$ cat config.mk
export PLATFORM = sky130hd
export DESIGN_NAME = sparse_triplet_matrix_add_unit_flat
export DESIGN_NICKNAME = d
export VERILOG_FILES = /design/src/rtl/core/stma_pkg.sv /design/src/rtl/core/stma_if.sv /design/src/rtl/core/stma_ram.sv /design/src/rtl/core/stma_ctrl.sv /design/src/rtl/core/stma_dp.sv /design/src/rtl/core/sparse_triplet_matrix_add_unit.sv /design/src/flat_wrapper.sv
export SDC_FILE = /design/constraint.sdc
export NUM_CORES = 2
export LEC_CHECK = 0
export BUFFER_PORTS_ARGS = -buffer_cell sky130_fd_sc_hd__buf_2
export CAP_MARGIN = 10
export CORE_UTILIZATION = 35
export CTS_BUF_LIST = sky130_fd_sc_hd__clkbuf_4 sky130_fd_sc_hd__clkbuf_8 sky130_fd_sc_hd__clkbuf_16
export DETAILED_ROUTE_END_ITERATION = 8
export SLEW_MARGIN = 10
export SYNTH_ARGS = -nofsm -noshare
export SYNTH_HDL_FRONTEND = slang
export SYNTH_SLANG_ARGS = --single-unit
$ cat constraint.sdc
create_clock -name i_clk -period 14.97 [get_ports i_clk]
set_input_delay 2.2455 -clock i_clk [delete_from_list [all_inputs] [get_ports i_clk]]
set_output_delay 2.2455 -clock i_clk [all_outputs]
set_load 0.01 [all_outputs]
$ cat src/rtl/core/stma_pkg.sv
// Shared constants, codes and control structs for the sparse triplet matrix adder.
`default_nettype none

package stma_pkg;

    // List storage sizing.
    localparam int MAX_ENTRIES = 32;
    localparam int ADDR_W      = (MAX_ENTRIES > 1) ? $clog2(MAX_ENTRIES) : 1;
    localparam int CNT_W       = $clog2(MAX_ENTRIES + 1);

    // Field widths.
    localparam int CMD_W     = 2;
    localparam int ROW_W     = 8;
    localparam int COL_W     = 8;
    localparam int VAL_W     = 16;
    localparam int SUM_W     = 17;
    localparam int IDX_W     = 7;
    localparam int STATUS_W  = 2;
    localparam int DIM_W     = 9;
    localparam int CFG_IDX_W = 4;
    localparam int POS_W     = ROW_W + COL_W;
    localparam int ENTRY_W   = POS_W + VAL_W;

    // Request commands.
    typedef enum logic [CMD_W-1:0] {
        CMD_LOAD_A = 2'd0,
        CMD_LOAD_B = 2'd1,
        CMD_START  = 2'd2
    } t_cmd;

    // Result status codes.
    typedef enum logic [STATUS_W-1:0] {
        ST_ENTRY    = 2'd0,
        ST_EMPTY    = 2'd1,
        ST_MISMATCH = 2'd2,
        ST_FULL     = 2'd3
    } t_status;

    // Configuration register indexes.
    typedef enum logic [CFG_IDX_W-1:0] {
        CFG_A_ROWS = 4'd0,
        CFG_A_COLS = 4'd1,
        CFG_B_ROWS = 4'd2,
        CFG_B_COLS = 4'd3
    } t_cfg_idx;

    // Commands from the controller to the datapath.
    typedef struct packed {
        logic    wr_a;
        logic    wr_b;
        logic    clr_counts;
        logic    start_merge;
        logic    step;
        logic    push_status;
        logic    push_final;
        t_status status;
    } t_dp_cmd;

    // Status from the datapath to the controller.
    typedef struct packed {
        logic full_a;
        logic full_b;
        logic dim_ok;
        logic merge_done;
        logic slot_free;
    } t_dp_stat;

endpackage

`default_nettype wire

$ cat src/rtl/core/stma_if.sv
// Request, result and configuration channel interfaces.
`default_nettype none

interface stma_in_if;
    logic                           valid;
    logic                           ready;
    logic [stma_pkg::CMD_W-1:0]     cmd;
    logic [stma_pkg::ROW_W-1:0]     row;
    logic [stma_pkg::COL_W-1:0]     col;
    logic signed [stma_pkg::VAL_W-1:0] value;

    modport source (output valid, cmd, row, col, value, input ready);
    modport sink   (input valid, cmd, row, col, value, output ready);
endinterface

interface stma_out_if;
    logic                              valid;
    logic                              ready;
    logic [stma_pkg::STATUS_W-1:0]     status;
    logic [stma_pkg::ROW_W-1:0]        row_res;
    logic [stma_pkg::COL_W-1:0]        col_res;
    logic signed [stma_pkg::SUM_W-1:0] sum_value;
    logic [stma_pkg::IDX_W-1:0]        entry_index;
    logic                              last;

    modport source (output valid, status, row_res, col_res, sum_value, entry_index, last,
                    input ready);
    modport sink   (input valid, status, row_res, col_res, sum_value, entry_index, last,
                    output ready);
endinterface

interface stma_cfg_if;
    logic                           valid;
    logic                           ready;
    logic [stma_pkg::CFG_IDX_W-1:0] index;
    logic [stma_pkg::DIM_W-1:0]     data;

    modport source (output valid, index, data, input ready);
    modport sink   (input valid, index, data, output ready);
endinterface

`default_nettype wire

$ cat src/rtl/core/stma_ram.sv
// Generic single-write, single-read RAM with registered read data.
`default_nettype none

module stma_ram #(
    parameter int WIDTH = 32,
    parameter int DEPTH = 32
) (
    input  wire logic                                    i_clk,
    input  wire logic                                    i_wr_en,
    input  wire logic [((DEPTH > 1) ? $clog2(DEPTH) : 1)-1:0] i_wr_addr,
    input  wire logic [WIDTH-1:0]                        i_wr_data,
    input  wire logic [((DEPTH > 1) ? $clog2(DEPTH) : 1)-1:0] i_rd_addr,
    output      logic [WIDTH-1:0]                        o_rd_data
);

    logic [WIDTH-1:0] r_mem [DEPTH];
    logic [WIDTH-1:0] r_rd_data;

    // Write port and registered read port.
    always_ff @(posedge i_clk) begin
        if (i_wr_en) begin
            r_mem[i_wr_addr] <= i_wr_data;
        end
        r_rd_data <= r_mem[i_rd_addr];
    end

    assign o_rd_data = r_rd_data;

endmodule

`default_nettype wire

$ cat src/rtl/core/stma_ctrl.sv
// Controller state machine: decodes requests and sequences the merge.
`default_nettype none

module stma_ctrl (
    input  wire logic                       i_clk,
    input  wire logic                       i_rst_n,
    input  wire logic                       i_in_valid,
    input  wire logic [stma_pkg::CMD_W-1:0] i_cmd,
    output      logic                       o_in_ready,
    input  wire stma_pkg::t_dp_stat         i_stat,
    output      stma_pkg::t_dp_cmd          o_cmd
);

    typedef enum logic [3:0] {
        S_IDLE    = 4'b0001,
        S_PUSH    = 4'b0010,
        S_FETCH   = 4'b0100,
        S_COMPARE = 4'b1000
    } t_state;

    t_state            r_state, n_state;
    stma_pkg::t_status r_err, n_err;

    // Next-state and command decode.
    always_comb begin
        n_state     = r_state;
        n_err       = r_err;
        o_cmd       = '0;
        o_cmd.status = r_err;
        o_in_ready  = (r_state == S_IDLE);
        unique case (r_state)
            S_IDLE: begin
                if (i_in_valid) begin
                    unique case (stma_pkg::t_cmd'(i_cmd))
                        stma_pkg::CMD_LOAD_A: begin
                            if (i_stat.full_a) begin
                                n_err   = stma_pkg::ST_FULL;
                                n_state = S_PUSH;
                            end else begin
                                o_cmd.wr_a = 1'b1;
                            end
                        end
                        stma_pkg::CMD_LOAD_B: begin
                            if (i_stat.full_b) begin
                                n_err   = stma_pkg::ST_FULL;
                                n_state = S_PUSH;
                            end else begin
                                o_cmd.wr_b = 1'b1;
                            end
                        end
                        stma_pkg::CMD_START: begin
                            if (!i_stat.dim_ok) begin
                                o_cmd.clr_counts = 1'b1;
                                n_err            = stma_pkg::ST_MISMATCH;
                                n_state          = S_PUSH;
                            end else begin
                                o_cmd.start_merge = 1'b1;
                                n_state           = S_FETCH;
                            end
                        end
                        default: ;
                    endcase
                end
            end
            S_PUSH: begin
                if (i_stat.slot_free) begin
                    o_cmd.push_status = 1'b1;
                    n_state           = S_IDLE;
                end
            end
            S_FETCH: begin
                n_state = S_COMPARE;
            end
            S_COMPARE: begin
                if (i_stat.slot_free) begin
                    if (i_stat.merge_done) begin
                        o_cmd.push_final = 1'b1;
                        n_state          = S_IDLE;
                    end else begin
                        o_cmd.step = 1'b1;
                        n_state    = S_FETCH;
                    end
                end
            end
            default: n_state = S_IDLE;
        endcase
    end

    // State registers.
    always_ff @(posedge i_clk) begin
        if (!i_rst_n) begin
            r_state <= S_IDLE;
            r_err   <= stma_pkg::ST_FULL;
        end else begin
            r_state <= n_state;
            r_err   <= n_err;
        end
    end

endmodule

`default_nettype wire

$ cat src/rtl/core/stma_dp.sv
// Datapath: list memories, counts, merge pointers, pending entry and result register.
`default_nettype none

module stma_dp (
    input  wire logic                              i_clk,
    input  wire logic                              i_rst_n,
    input  wire stma_pkg::t_dp_cmd                 i_cmd,
    output      stma_pkg::t_dp_stat                o_stat,
    input  wire logic [stma_pkg::ROW_W-1:0]        i_row,
    input  wire logic [stma_pkg::COL_W-1:0]        i_col,
    input  wire logic [stma_pkg::VAL_W-1:0]        i_value,
    input  wire logic                              i_cfg_valid,
    input  wire logic [stma_pkg::CFG_IDX_W-1:0]    i_cfg_index,
    input  wire logic [stma_pkg::DIM_W-1:0]        i_cfg_data,
    input  wire logic                              i_out_ready,
    output      logic                              o_out_valid,
    output      logic [stma_pkg::STATUS_W-1:0]     o_status,
    output      logic [stma_pkg::ROW_W-1:0]        o_row_res,
    output      logic [stma_pkg::COL_W-1:0]        o_col_res,
    output      logic [stma_pkg::SUM_W-1:0]        o_sum_value,
    output      logic [stma_pkg::IDX_W-1:0]        o_entry_index,
    output      logic                              o_last
);

    localparam int CW = stma_pkg::CNT_W;
    localparam int AW = stma_pkg::ADDR_W;

    logic [stma_pkg::DIM_W-1:0] r_a_rows, r_a_cols, r_b_rows, r_b_cols;
    logic [CW-1:0]              r_cnt_a, r_cnt_b, r_p, r_q;
    logic [stma_pkg::IDX_W-1:0] r_n;

    logic                       r_pend_valid;
    logic [stma_pkg::POS_W-1:0] r_pend_pos;
    logic [stma_pkg::SUM_W-1:0] r_pend_sum;
    logic [stma_pkg::IDX_W-1:0] r_pend_idx;

    logic                          r_out_valid;
    logic [stma_pkg::STATUS_W-1:0] r_out_status;
    logic [stma_pkg::POS_W-1:0]    r_out_pos;
    logic [stma_pkg::SUM_W-1:0]    r_out_sum;
    logic [stma_pkg::IDX_W-1:0]    r_out_idx;
    logic                          r_out_last;

    logic [stma_pkg::ENTRY_W-1:0] wr_word, rd_a, rd_b;
    logic                         a_avail, b_avail, take_a, take_b, nonzero;
    logic [stma_pkg::POS_W-1:0]   pos_a, pos_b, pos_sel;
    logic [stma_pkg::SUM_W-1:0]   ext_a, ext_b, sum;
    logic                         slot_free;

    assign wr_word = {i_row, i_col, i_value};

    // Entry lists.
    stma_ram #(
        .WIDTH (stma_pkg::ENTRY_W),
        .DEPTH (stma_pkg::MAX_ENTRIES)
    ) u_list_a (
        .i_clk     (i_clk),
        .i_wr_en   (i_cmd.wr_a),
        .i_wr_addr (r_cnt_a[AW-1:0]),
        .i_wr_data (wr_word),
        .i_rd_addr (r_p[AW-1:0]),
        .o_rd_data (rd_a)
    );

    stma_ram #(
        .WIDTH (stma_pkg::ENTRY_W),
        .DEPTH (stma_pkg::MAX_ENTRIES)
    ) u_list_b (
        .i_clk     (i_clk),
        .i_wr_en   (i_cmd.wr_b),
        .i_wr_addr (r_cnt_b[AW-1:0]),
        .i_wr_data (wr_word),
        .i_rd_addr (r_q[AW-1:0]),
        .o_rd_data (rd_b)
    );

    // Merge step: pick the smaller position, or both when they are equal.
    always_comb begin
        a_avail = (r_p < r_cnt_a);
        b_avail = (r_q < r_cnt_b);
        pos_a   = rd_a[stma_pkg::ENTRY_W-1:stma_pkg::VAL_W];
        pos_b   = rd_b[stma_pkg::ENTRY_W-1:stma_pkg::VAL_W];
        take_a  = a_avail && (!b_avail || (pos_a <= pos_b));
        take_b  = b_avail && (!a_avail || (pos_b <= pos_a));
        ext_a   = take_a ? {rd_a[stma_pkg::VAL_W-1], rd_a[stma_pkg::VAL_W-1:0]} : '0;
        ext_b   = take_b ? {rd_b[stma_pkg::VAL_W-1], rd_b[stma_pkg::VAL_W-1:0]} : '0;
        sum     = ext_a + ext_b;
        pos_sel = take_a ? pos_a : pos_b;
        nonzero = (sum != '0);
    end

    assign slot_free = !r_out_valid || i_out_ready;

    always_comb begin
        o_stat.full_a     = (r_cnt_a == CW'(stma_pkg::MAX_ENTRIES));
        o_stat.full_b     = (r_cnt_b == CW'(stma_pkg::MAX_ENTRIES));
        o_stat.dim_ok     = (r_a_rows == r_b_rows) && (r_a_cols == r_b_cols);
        o_stat.merge_done = !a_avail && !b_avail;
        o_stat.slot_free  = slot_free;
    end

    // Configuration registers.
    always_ff @(posedge i_clk) begin
        if (!i_rst_n) begin
            r_a_rows <= stma_pkg::DIM_W'(1);
            r_a_cols <= stma_pkg::DIM_W'(1);
            r_b_rows <= stma_pkg::DIM_W'(1);
            r_b_cols <= stma_pkg::DIM_W'(1);
        end else if (i_cfg_valid) begin
            unique case (i_cfg_index)
                stma_pkg::CFG_A_ROWS: r_a_rows <= i_cfg_data;
                stma_pkg::CFG_A_COLS: r_a_cols <= i_cfg_data;
                stma_pkg::CFG_B_ROWS: r_b_rows <= i_cfg_data;
                stma_pkg::CFG_B_COLS: r_b_cols <= i_cfg_data;
                default: ;
            endcase
        end
    end

    // List fill counts.
    always_ff @(posedge i_clk) begin
        if (!i_rst_n) begin
            r_cnt_a <= '0;
            r_cnt_b <= '0;
        end else if (i_cmd.clr_counts || i_cmd.push_final) begin
            r_cnt_a <= '0;
            r_cnt_b <= '0;
        end else begin
            if (i_cmd.wr_a) begin
                r_cnt_a <= r_cnt_a + CW'(1);
            end
            if (i_cmd.wr_b) begin
                r_cnt_b <= r_cnt_b + CW'(1);
            end
        end
    end

    // Merge pointers, result counter and the held-back pending entry.
    always_ff @(posedge i_clk) begin
        if (!i_rst_n) begin
            r_p          <= '0;
            r_q          <= '0;
            r_n          <= '0;
            r_pend_valid <= 1'b0;
        end else if (i_cmd.start_merge) begin
            r_p          <= '0;
            r_q          <= '0;
            r_n          <= '0;
            r_pend_valid <= 1'b0;
        end else if (i_cmd.step) begin
            r_p <= r_p + CW'(take_a);
            r_q <= r_q + CW'(take_b);
            if (nonzero) begin
                r_n          <= r_n + stma_pkg::IDX_W'(1);
                r_pend_valid <= 1'b1;
            end
        end
    end

    always_ff @(posedge i_clk) begin
        if (i_cmd.step && nonzero) begin
            r_pend_pos <= pos_sel;
            r_pend_sum <= sum;
            r_pend_idx <= r_n + stma_pkg::IDX_W'(1);
        end
    end

    // Result register: valid flag.
    always_ff @(posedge i_clk) begin
        if (!i_rst_n) begin
            r_out_valid <= 1'b0;
        end else if (i_cmd.push_status || i_cmd.push_final ||
                     (i_cmd.step && nonzero && r_pend_valid)) begin
            r_out_valid <= 1'b1;
        end else if (i_out_ready) begin
            r_out_valid <= 1'b0;
        end
    end

    // Result register: payload.
    always_ff @(posedge i_clk) begin
        if (i_cmd.push_status) begin
            r_out_status <= i_cmd.status;
            r_out_pos    <= '0;
            r_out_sum    <= '0;
            r_out_idx    <= '0;
            r_out_last   <= 1'b1;
        end else if (i_cmd.push_final) begin
            r_out_status <= r_pend_valid ? stma_pkg::ST_ENTRY : stma_pkg::ST_EMPTY;
            r_out_pos    <= r_pend_valid ? r_pend_pos : '0;
            r_out_sum    <= r_pend_valid ? r_pend_sum : '0;
            r_out_idx    <= r_pend_valid ? r_pend_idx : '0;
            r_out_last   <= 1'b1;
        end else if (i_cmd.step && nonzero && r_pend_valid) begin
            r_out_status <= stma_pkg::ST_ENTRY;
            r_out_pos    <= r_pend_pos;
            r_out_sum    <= r_pend_sum;
            r_out_idx    <= r_pend_idx;
            r_out_last   <= 1'b0;
        end
    end

    assign o_out_valid   = r_out_valid;
    assign o_status      = r_out_status;
    assign o_row_res     = r_out_pos[stma_pkg::POS_W-1:stma_pkg::COL_W];
    assign o_col_res     = r_out_pos[stma_pkg::COL_W-1:0];
    assign o_sum_value   = r_out_sum;
    assign o_entry_index = r_out_idx;
    assign o_last        = r_out_last;

endmodule

`default_nettype wire

$ cat src/rtl/core/sparse_triplet_matrix_add_unit.sv
// Top level: sparse matrix addition over row-major triplet lists.
// A load into a full list or a start with mismatched dimensions passes through the
// push state, which writes its single result once the result register is free.
// Merge: each merged position is a list read (fetch), then a compare and add
// (compare); the compare waits while the result register is still held.
// Reset clears both fill counts and sets all four dimension registers to 1.
`default_nettype none

module sparse_triplet_matrix_add_unit (
    input  wire logic i_clk,
    input  wire logic i_rst_n,
    stma_in_if.sink   i_req,
    stma_out_if.source o_res,
    stma_cfg_if.sink  i_cfg
);

    stma_pkg::t_dp_cmd  dp_cmd;
    stma_pkg::t_dp_stat dp_stat;
    logic               in_ready;

    assign i_req.ready = in_ready;
    assign i_cfg.ready = 1'b1;

    // Request decoder and merge sequencer.
    stma_ctrl u_ctrl (
        .i_clk      (i_clk),
        .i_rst_n    (i_rst_n),
        .i_in_valid (i_req.valid),
        .i_cmd      (i_req.cmd),
        .o_in_ready (in_ready),
        .i_stat     (dp_stat),
        .o_cmd      (dp_cmd)
    );

    // Storage, merge arithmetic and result register.
    stma_dp u_dp (
        .i_clk         (i_clk),
        .i_rst_n       (i_rst_n),
        .i_cmd         (dp_cmd),
        .o_stat        (dp_stat),
        .i_row         (i_req.row),
        .i_col         (i_req.col),
        .i_value       (i_req.value),
        .i_cfg_valid   (i_cfg.valid),
        .i_cfg_index   (i_cfg.index),
        .i_cfg_data    (i_cfg.data),
        .i_out_ready   (o_res.ready),
        .o_out_valid   (o_res.valid),
        .o_status      (o_res.status),
        .o_row_res     (o_res.row_res),
        .o_col_res     (o_res.col_res),
        .o_sum_value   (o_res.sum_value),
        .o_entry_index (o_res.entry_index),
        .o_last        (o_res.last)
    );

endmodule

`default_nettype wire

$ cat src/flat_wrapper.sv
// flat-port wrapper written by rule: the top's interface ports become plain ports
module sparse_triplet_matrix_add_unit_flat 
  (i_clk, i_rst_n, i_req_valid, i_req_cmd, i_req_row, i_req_col, i_req_value, i_req_ready, o_res_valid, o_res_status, o_res_row_res, o_res_col_res, o_res_sum_value, o_res_entry_index, o_res_last, o_res_ready, i_cfg_valid, i_cfg_index, i_cfg_data, i_cfg_ready);
  stma_in_if i_req_i ();
  stma_out_if o_res_i ();
  stma_cfg_if i_cfg_i ();
  input  wire logic i_clk;
  input  wire logic i_rst_n;
  input wire logic [$bits(i_req_i.valid)-1:0] i_req_valid;
  input wire logic [$bits(i_req_i.cmd)-1:0] i_req_cmd;
  input wire logic [$bits(i_req_i.row)-1:0] i_req_row;
  input wire logic [$bits(i_req_i.col)-1:0] i_req_col;
  input wire logic [$bits(i_req_i.value)-1:0] i_req_value;
  output wire logic [$bits(i_req_i.ready)-1:0] i_req_ready;
  output wire logic [$bits(o_res_i.valid)-1:0] o_res_valid;
  output wire logic [$bits(o_res_i.status)-1:0] o_res_status;
  output wire logic [$bits(o_res_i.row_res)-1:0] o_res_row_res;
  output wire logic [$bits(o_res_i.col_res)-1:0] o_res_col_res;
  output wire logic [$bits(o_res_i.sum_value)-1:0] o_res_sum_value;
  output wire logic [$bits(o_res_i.entry_index)-1:0] o_res_entry_index;
  output wire logic [$bits(o_res_i.last)-1:0] o_res_last;
  input wire logic [$bits(o_res_i.ready)-1:0] o_res_ready;
  input wire logic [$bits(i_cfg_i.valid)-1:0] i_cfg_valid;
  input wire logic [$bits(i_cfg_i.index)-1:0] i_cfg_index;
  input wire logic [$bits(i_cfg_i.data)-1:0] i_cfg_data;
  output wire logic [$bits(i_cfg_i.ready)-1:0] i_cfg_ready;
  assign i_req_i.valid = i_req_valid;
  assign i_req_i.cmd = i_req_cmd;
  assign i_req_i.row = i_req_row;
  assign i_req_i.col = i_req_col;
  assign i_req_i.value = i_req_value;
  assign i_req_ready = i_req_i.ready;
  assign o_res_valid = o_res_i.valid;
  assign o_res_status = o_res_i.status;
  assign o_res_row_res = o_res_i.row_res;
  assign o_res_col_res = o_res_i.col_res;
  assign o_res_sum_value = o_res_i.sum_value;
  assign o_res_entry_index = o_res_i.entry_index;
  assign o_res_last = o_res_i.last;
  assign o_res_i.ready = o_res_ready;
  assign i_cfg_i.valid = i_cfg_valid;
  assign i_cfg_i.index = i_cfg_index;
  assign i_cfg_i.data = i_cfg_data;
  assign i_cfg_ready = i_cfg_i.ready;
  sparse_triplet_matrix_add_unit u_core (.i_clk(i_clk), .i_rst_n(i_rst_n), .i_req(i_req_i), .o_res(o_res_i), .i_cfg(i_cfg_i));
endmodule
==> metrics list <==
- Result of the run: completed
- First-pass GRT wire length: 306000 µm
- Min-delay src: u_core.u_dp.o_last
* Area of the multi-input gates: 0.0210 mm²
- The core region is 0.249 mm².
- By count the netlist is led by 2090 x sky130_fd_sc_hd__edfxtp_1, 640 x sky130_fd_sc_hd__mux4_2, 179 x sky130_fd_sc_hd__dfxtp_1.
- Data required time of the critical path: 15440 ps
* Post-Synth XOR/XNOR Area: 0.549%
- The biggest area contributor in the post-synthesis netlist is sky130_fd_sc_hd__edfxtp_1.
- Mean number of vias per cell: 5.33
- For this design the ratio of total power to cell area is 128 mW/mm².
- Max stage delay on crit path: 1020 ps
- Capturing point of the worst reg2reg path: u_core.u_dp.r_pend_pos[0]
* Start point of the critical path: u_core.u_dp.r_q[1]
- Of the total synthesized cell area, the portion taken by AND, OR, NAND and NOR gates is 2.28%.
* Worst Hold Path Cells: 2
* Maximum buffer depth of the clock tree: 3
- CP Data Arrival Time: 7080 ps
- The number of nets handed over by synthesis was 4187.
- Number of buffers inserted for hold repair after clock tree synthesis: 0
- The signal on the critical path passes through ha_1, o21ai_0, a221o_1, a21oi_1, nand3b_1, o22ai_1, and2_1, ha_1, inv_1, fa_1, nor2b_1, o31a_1, a211oi_1, nor2_1, mux2i_1, nor2_1, and4_4, nor2_4.
- Static timing analysis puts the maximum clock frequency at 151 MHz.
* Total via count after detailed routing: 41.6k
- After clock tree synthesis, the clock-pin slew on the worst setup and hold paths is 60 ps.
- Final Hold Slack: 466 ps
* Placer's final routability congestion estimate: 0.806
- Final hold violations: 0
- Summing the areas of all fa, ha and maj instances in the mapped netlist gives 0.864% of the synthesized area.
* Standard-cell rows: 183
- For the pin with the worst max-slew slack, the measured transition is 1270 ps.
- The cell sitting at the root of the clock tree is a sky130_fd_sc_hd__clkbuf_16.
- Area share of the largest cell type after synthesis: 71.5%
- Area taken by flip-flops and latches: 0.0664 mm²
- In this run, synthesis produced a sequential element count of 2269.
* Layout overhead on the synthesized area: 14.2%
- Post-CTS setup repair buffer count: 0
* Share of synthesized area spent on multiplexers: 17.9%
- Sort of element at the start of the critical path: register
- For the worst-skew pair, the clock arrives at the later sink with an insertion delay of 870 ps.
- Antenna violations before repair: 24
- Total stage count of the critical path: 18
- Counting every instance in the synthesized netlist gives 4075.
- Predominant post-synthesis flop cell: sky130_fd_sc_hd__edfxtp_1
- Post-CTS sizing: 0
- Clock buffers created by TritonCTS: 219
- Startpoint of the most critical register-to-register path: u_core.u_dp.r_q[1]
- OpenSTA, run right after detailed placement, puts the worst setup slack at 8420 ps.
* Share of cells above drive strength 1: 30.6%
* Starting Density: 35.2%
* Antenna Nets Post-Route: 0
- Slowest stage cell on the critical path: sky130_fd_sc_hd__dfxtp_4
* Final-report setup violation count: 0
- The clock arrives with 40.9 ps of skew.
- Instance area after placement: 0.0930 mm²
- The design draws 0.0129 W.
* TritonCTS clock tree: yes
- In the finished design, the share of the clock period the worst path needs comes to 44.1%.
* Nature of the critical path endpoint: register
* Quantity of I/O buffers inserted on ports: 96
- Family of cells with the greatest summed delay on the critical path: simple AND/OR/NAND/NOR gates
- By area, the combinational part of the netlist is dominated by multiplexers.
- Fin area: 0.100 mm²
* RSZ-0062 raised after global routing: false
- The synthesized netlist devotes 1.71% of its cell area to compound gates.
- Of all nets on the critical path, the largest fanout is 54.
- Share of async-settable or async-resettable flops after synthesis: 0%
- Detailed router's first-iteration violation count: 4397
- The tool flagged a number of max-cap violations equal to 0.
- The worst register-to-register path has a setup slack of 8360 ps.
* Final worst setup slack: 8360 ps
- Headroom to the max-slew limit: 14.7%
- After synthesis the cells add up to 0.0878 mm².
* Max IR drop VDD: 0.000103 V
* Boundary Pins: 98
- The worst register-to-register path has a depth of 18.
- Max H-tree Level: 4
- Overall Global Routing Usage: 16.7%
- The die is 503 µm wide.
- Post-synth EDFFs: 2090
- Critical path start-end classification: register to register
- Class of the worst hold path: register to register
- Via count of the first global-routing pass: 42.0k
* Time the final worst path needs with I/O delays and setup: 6610 ps
- The floorplan step defined a die boundary enclosing 0.253 mm².
- Max-slew violation count: 0
- For this run, design rule violations remaining after detail routing come to 0.
* CP Buf/Inv Count: 1
- Dividing the detail-routed wire length by the instance count gives 27.2 µm.
- For this run, the detailed router's first-pass iteration total came to 5.
* Dominant cell by count in the synthesized netlist: sky130_fd_sc_hd__edfxtp_1
- Largest net degree at the start of global routing: 96
- Mean post-synth cell area: 21.5 µm²
- Biggest area contributors in the synthesized netlist: sky130_fd_sc_hd__edfxtp_1 71%, sky130_fd_sc_hd__mux4_2 16%, sky130_fd_sc_hd__dfxtp_1 4.1%
- Summed over all failing endpoints, the final setup total negative slack is 0 ps.
* Count of fill cells added during filler insertion: 21.9k
- For hold timing, the worst endpoint is u_core.u_dp.o_last.
- In this run the vertical extent of the chip is 503 µm.
- Post-detailed-placement half-perimeter wirelength: 116000 µm
- Routed wire length: 212000 µm
* Leak: 30.7 nW
- Sum of overflow across all layers after global routing: 0
* Synth Warn #: 0
* Sequential fraction of the synthesis area: 75.6%
* Number of nets in the final layout: 4401
* Count of clock tree sinks: 2269
- Yosys cell types: 70
==> how the worst max path moves through the flow <==
stage	endpoint
2_1_floorplan	u_core.u_dp.r_pend_idx[0]
3_3_place_gp	u_core.u_dp.r_pend_pos[1]
5_1_grt	u_core.u_dp.r_pend_pos[0]
6_report	u_core.u_dp.r_pend_pos[0]
3_5_place_dp	u_core.u_dp.r_pend_pos[0]
4_1_cts	u_core.u_dp.r_pend_pos[0]
==> flip-flops by register name (all words and copies together), names as in the netlist, 16 cells and up <==
| register | cells |
|---|---|
| u_core.u_dp.o_sum_value | 17 |
| u_core.u_dp.r_out_pos | 16 |
| u_core.u_dp.r_pend_pos | 16 |
| u_core.u_dp.r_pend_sum | 17 |
| u_core.u_dp.u_list_a.o_rd_data | 32 |
| u_core.u_dp.u_list_a.r_mem | 1024 |
| u_core.u_dp.u_list_b.o_rd_data | 32 |
| u_core.u_dp.u_list_b.r_mem | 1024 |
==> final cells by class <==
class,instances,share of cell area [%]
Timing Repair Buffer,204,1.35
Sequential cell,2269,66.2
Clock inverter,114,1.13
Multi-Input combinational cell,1557,20.9
Clock buffer,287,6.12
Inverter,38,0.142
Antenna cell,3,0.00749
Tap cell,3330,4.16
==> cells in the final DEF, fill, tap and decap left out, types with 13 or more instances in the layout <==
master                      count
sky130_fd_sc_hd__a21oi_1      109
sky130_fd_sc_hd__and2_1        35
sky130_fd_sc_hd__buf_2         93
sky130_fd_sc_hd__buf_4        107
sky130_fd_sc_hd__bufinv_16     19
sky130_fd_sc_hd__clkbuf_16    224
sky130_fd_sc_hd__clkbuf_4      54
sky130_fd_sc_hd__clkinv_1      46
sky130_fd_sc_hd__clkinv_2      28
sky130_fd_sc_hd__dfxtp_1      169
sky130_fd_sc_hd__edfxtp_1    2090
sky130_fd_sc_hd__ha_1          59
sky130_fd_sc_hd__inv_1         38
sky130_fd_sc_hd__mux2_2        80
sky130_fd_sc_hd__mux2i_1       40
sky130_fd_sc_hd__mux4_2       640
sky130_fd_sc_hd__nand2_1      134
sky130_fd_sc_hd__nand3_1       27
sky130_fd_sc_hd__nand4_1       13
sky130_fd_sc_hd__nor2_1        54
sky130_fd_sc_hd__nor2_4        65
sky130_fd_sc_hd__nor2b_1       38
sky130_fd_sc_hd__o21ai_0      100
sky130_fd_sc_hd__xnor2_1       24
sky130_fd_sc_hd__xor2_1        31
==> power by group <==
group	leakage (nW)	switching, W	total [W]	internal, W
logic	6.83	0.000237	0.000332	0.0000950
registers	20.3	0.0000187	0.00696	0.00695
clock network	3.61	0.00235	0.00556	0.00321
==> through the flow <==
step / utilization, % / std cells
after CTS: 40.2 / 7798
after floorplan: - / 4075
final: 40.3 / 7802
after detailed placement: 37.3 / 7397
after global routing: 40.2 / 7801
after global placement: 37.3 / 7397
==> worst min-delay path, delay by kind of cell, from the launching register on <==
family	cells	cell delay, ps
flops	1	320
simple gates	2	120
==> per-layer routing <==
metal / global-route usage (%) / part of all wire, % / vias up
met5: 0 / 0.062 / -
met4: 4.08 / 1.8 / 20
met3: 2.61 / 6.2 / 280
met2: 27.1 / 49 / 1404
met1: 23.7 / 43 / 22500
li1: - / - / 17400
==> cell families after synthesis <==
kind of cell             count (synthesis)
XOR/XNOR                                55
AO/OA/AOI/OAI                          264
buffers and inverters                  249
flip-flops                            2269
adder cells (fa/ha/maj)                 60
multiplexers                           760
other                                    1
AND/OR/NAND/NOR                        417
Note: power is estimated with default switching activity, not from simulation.
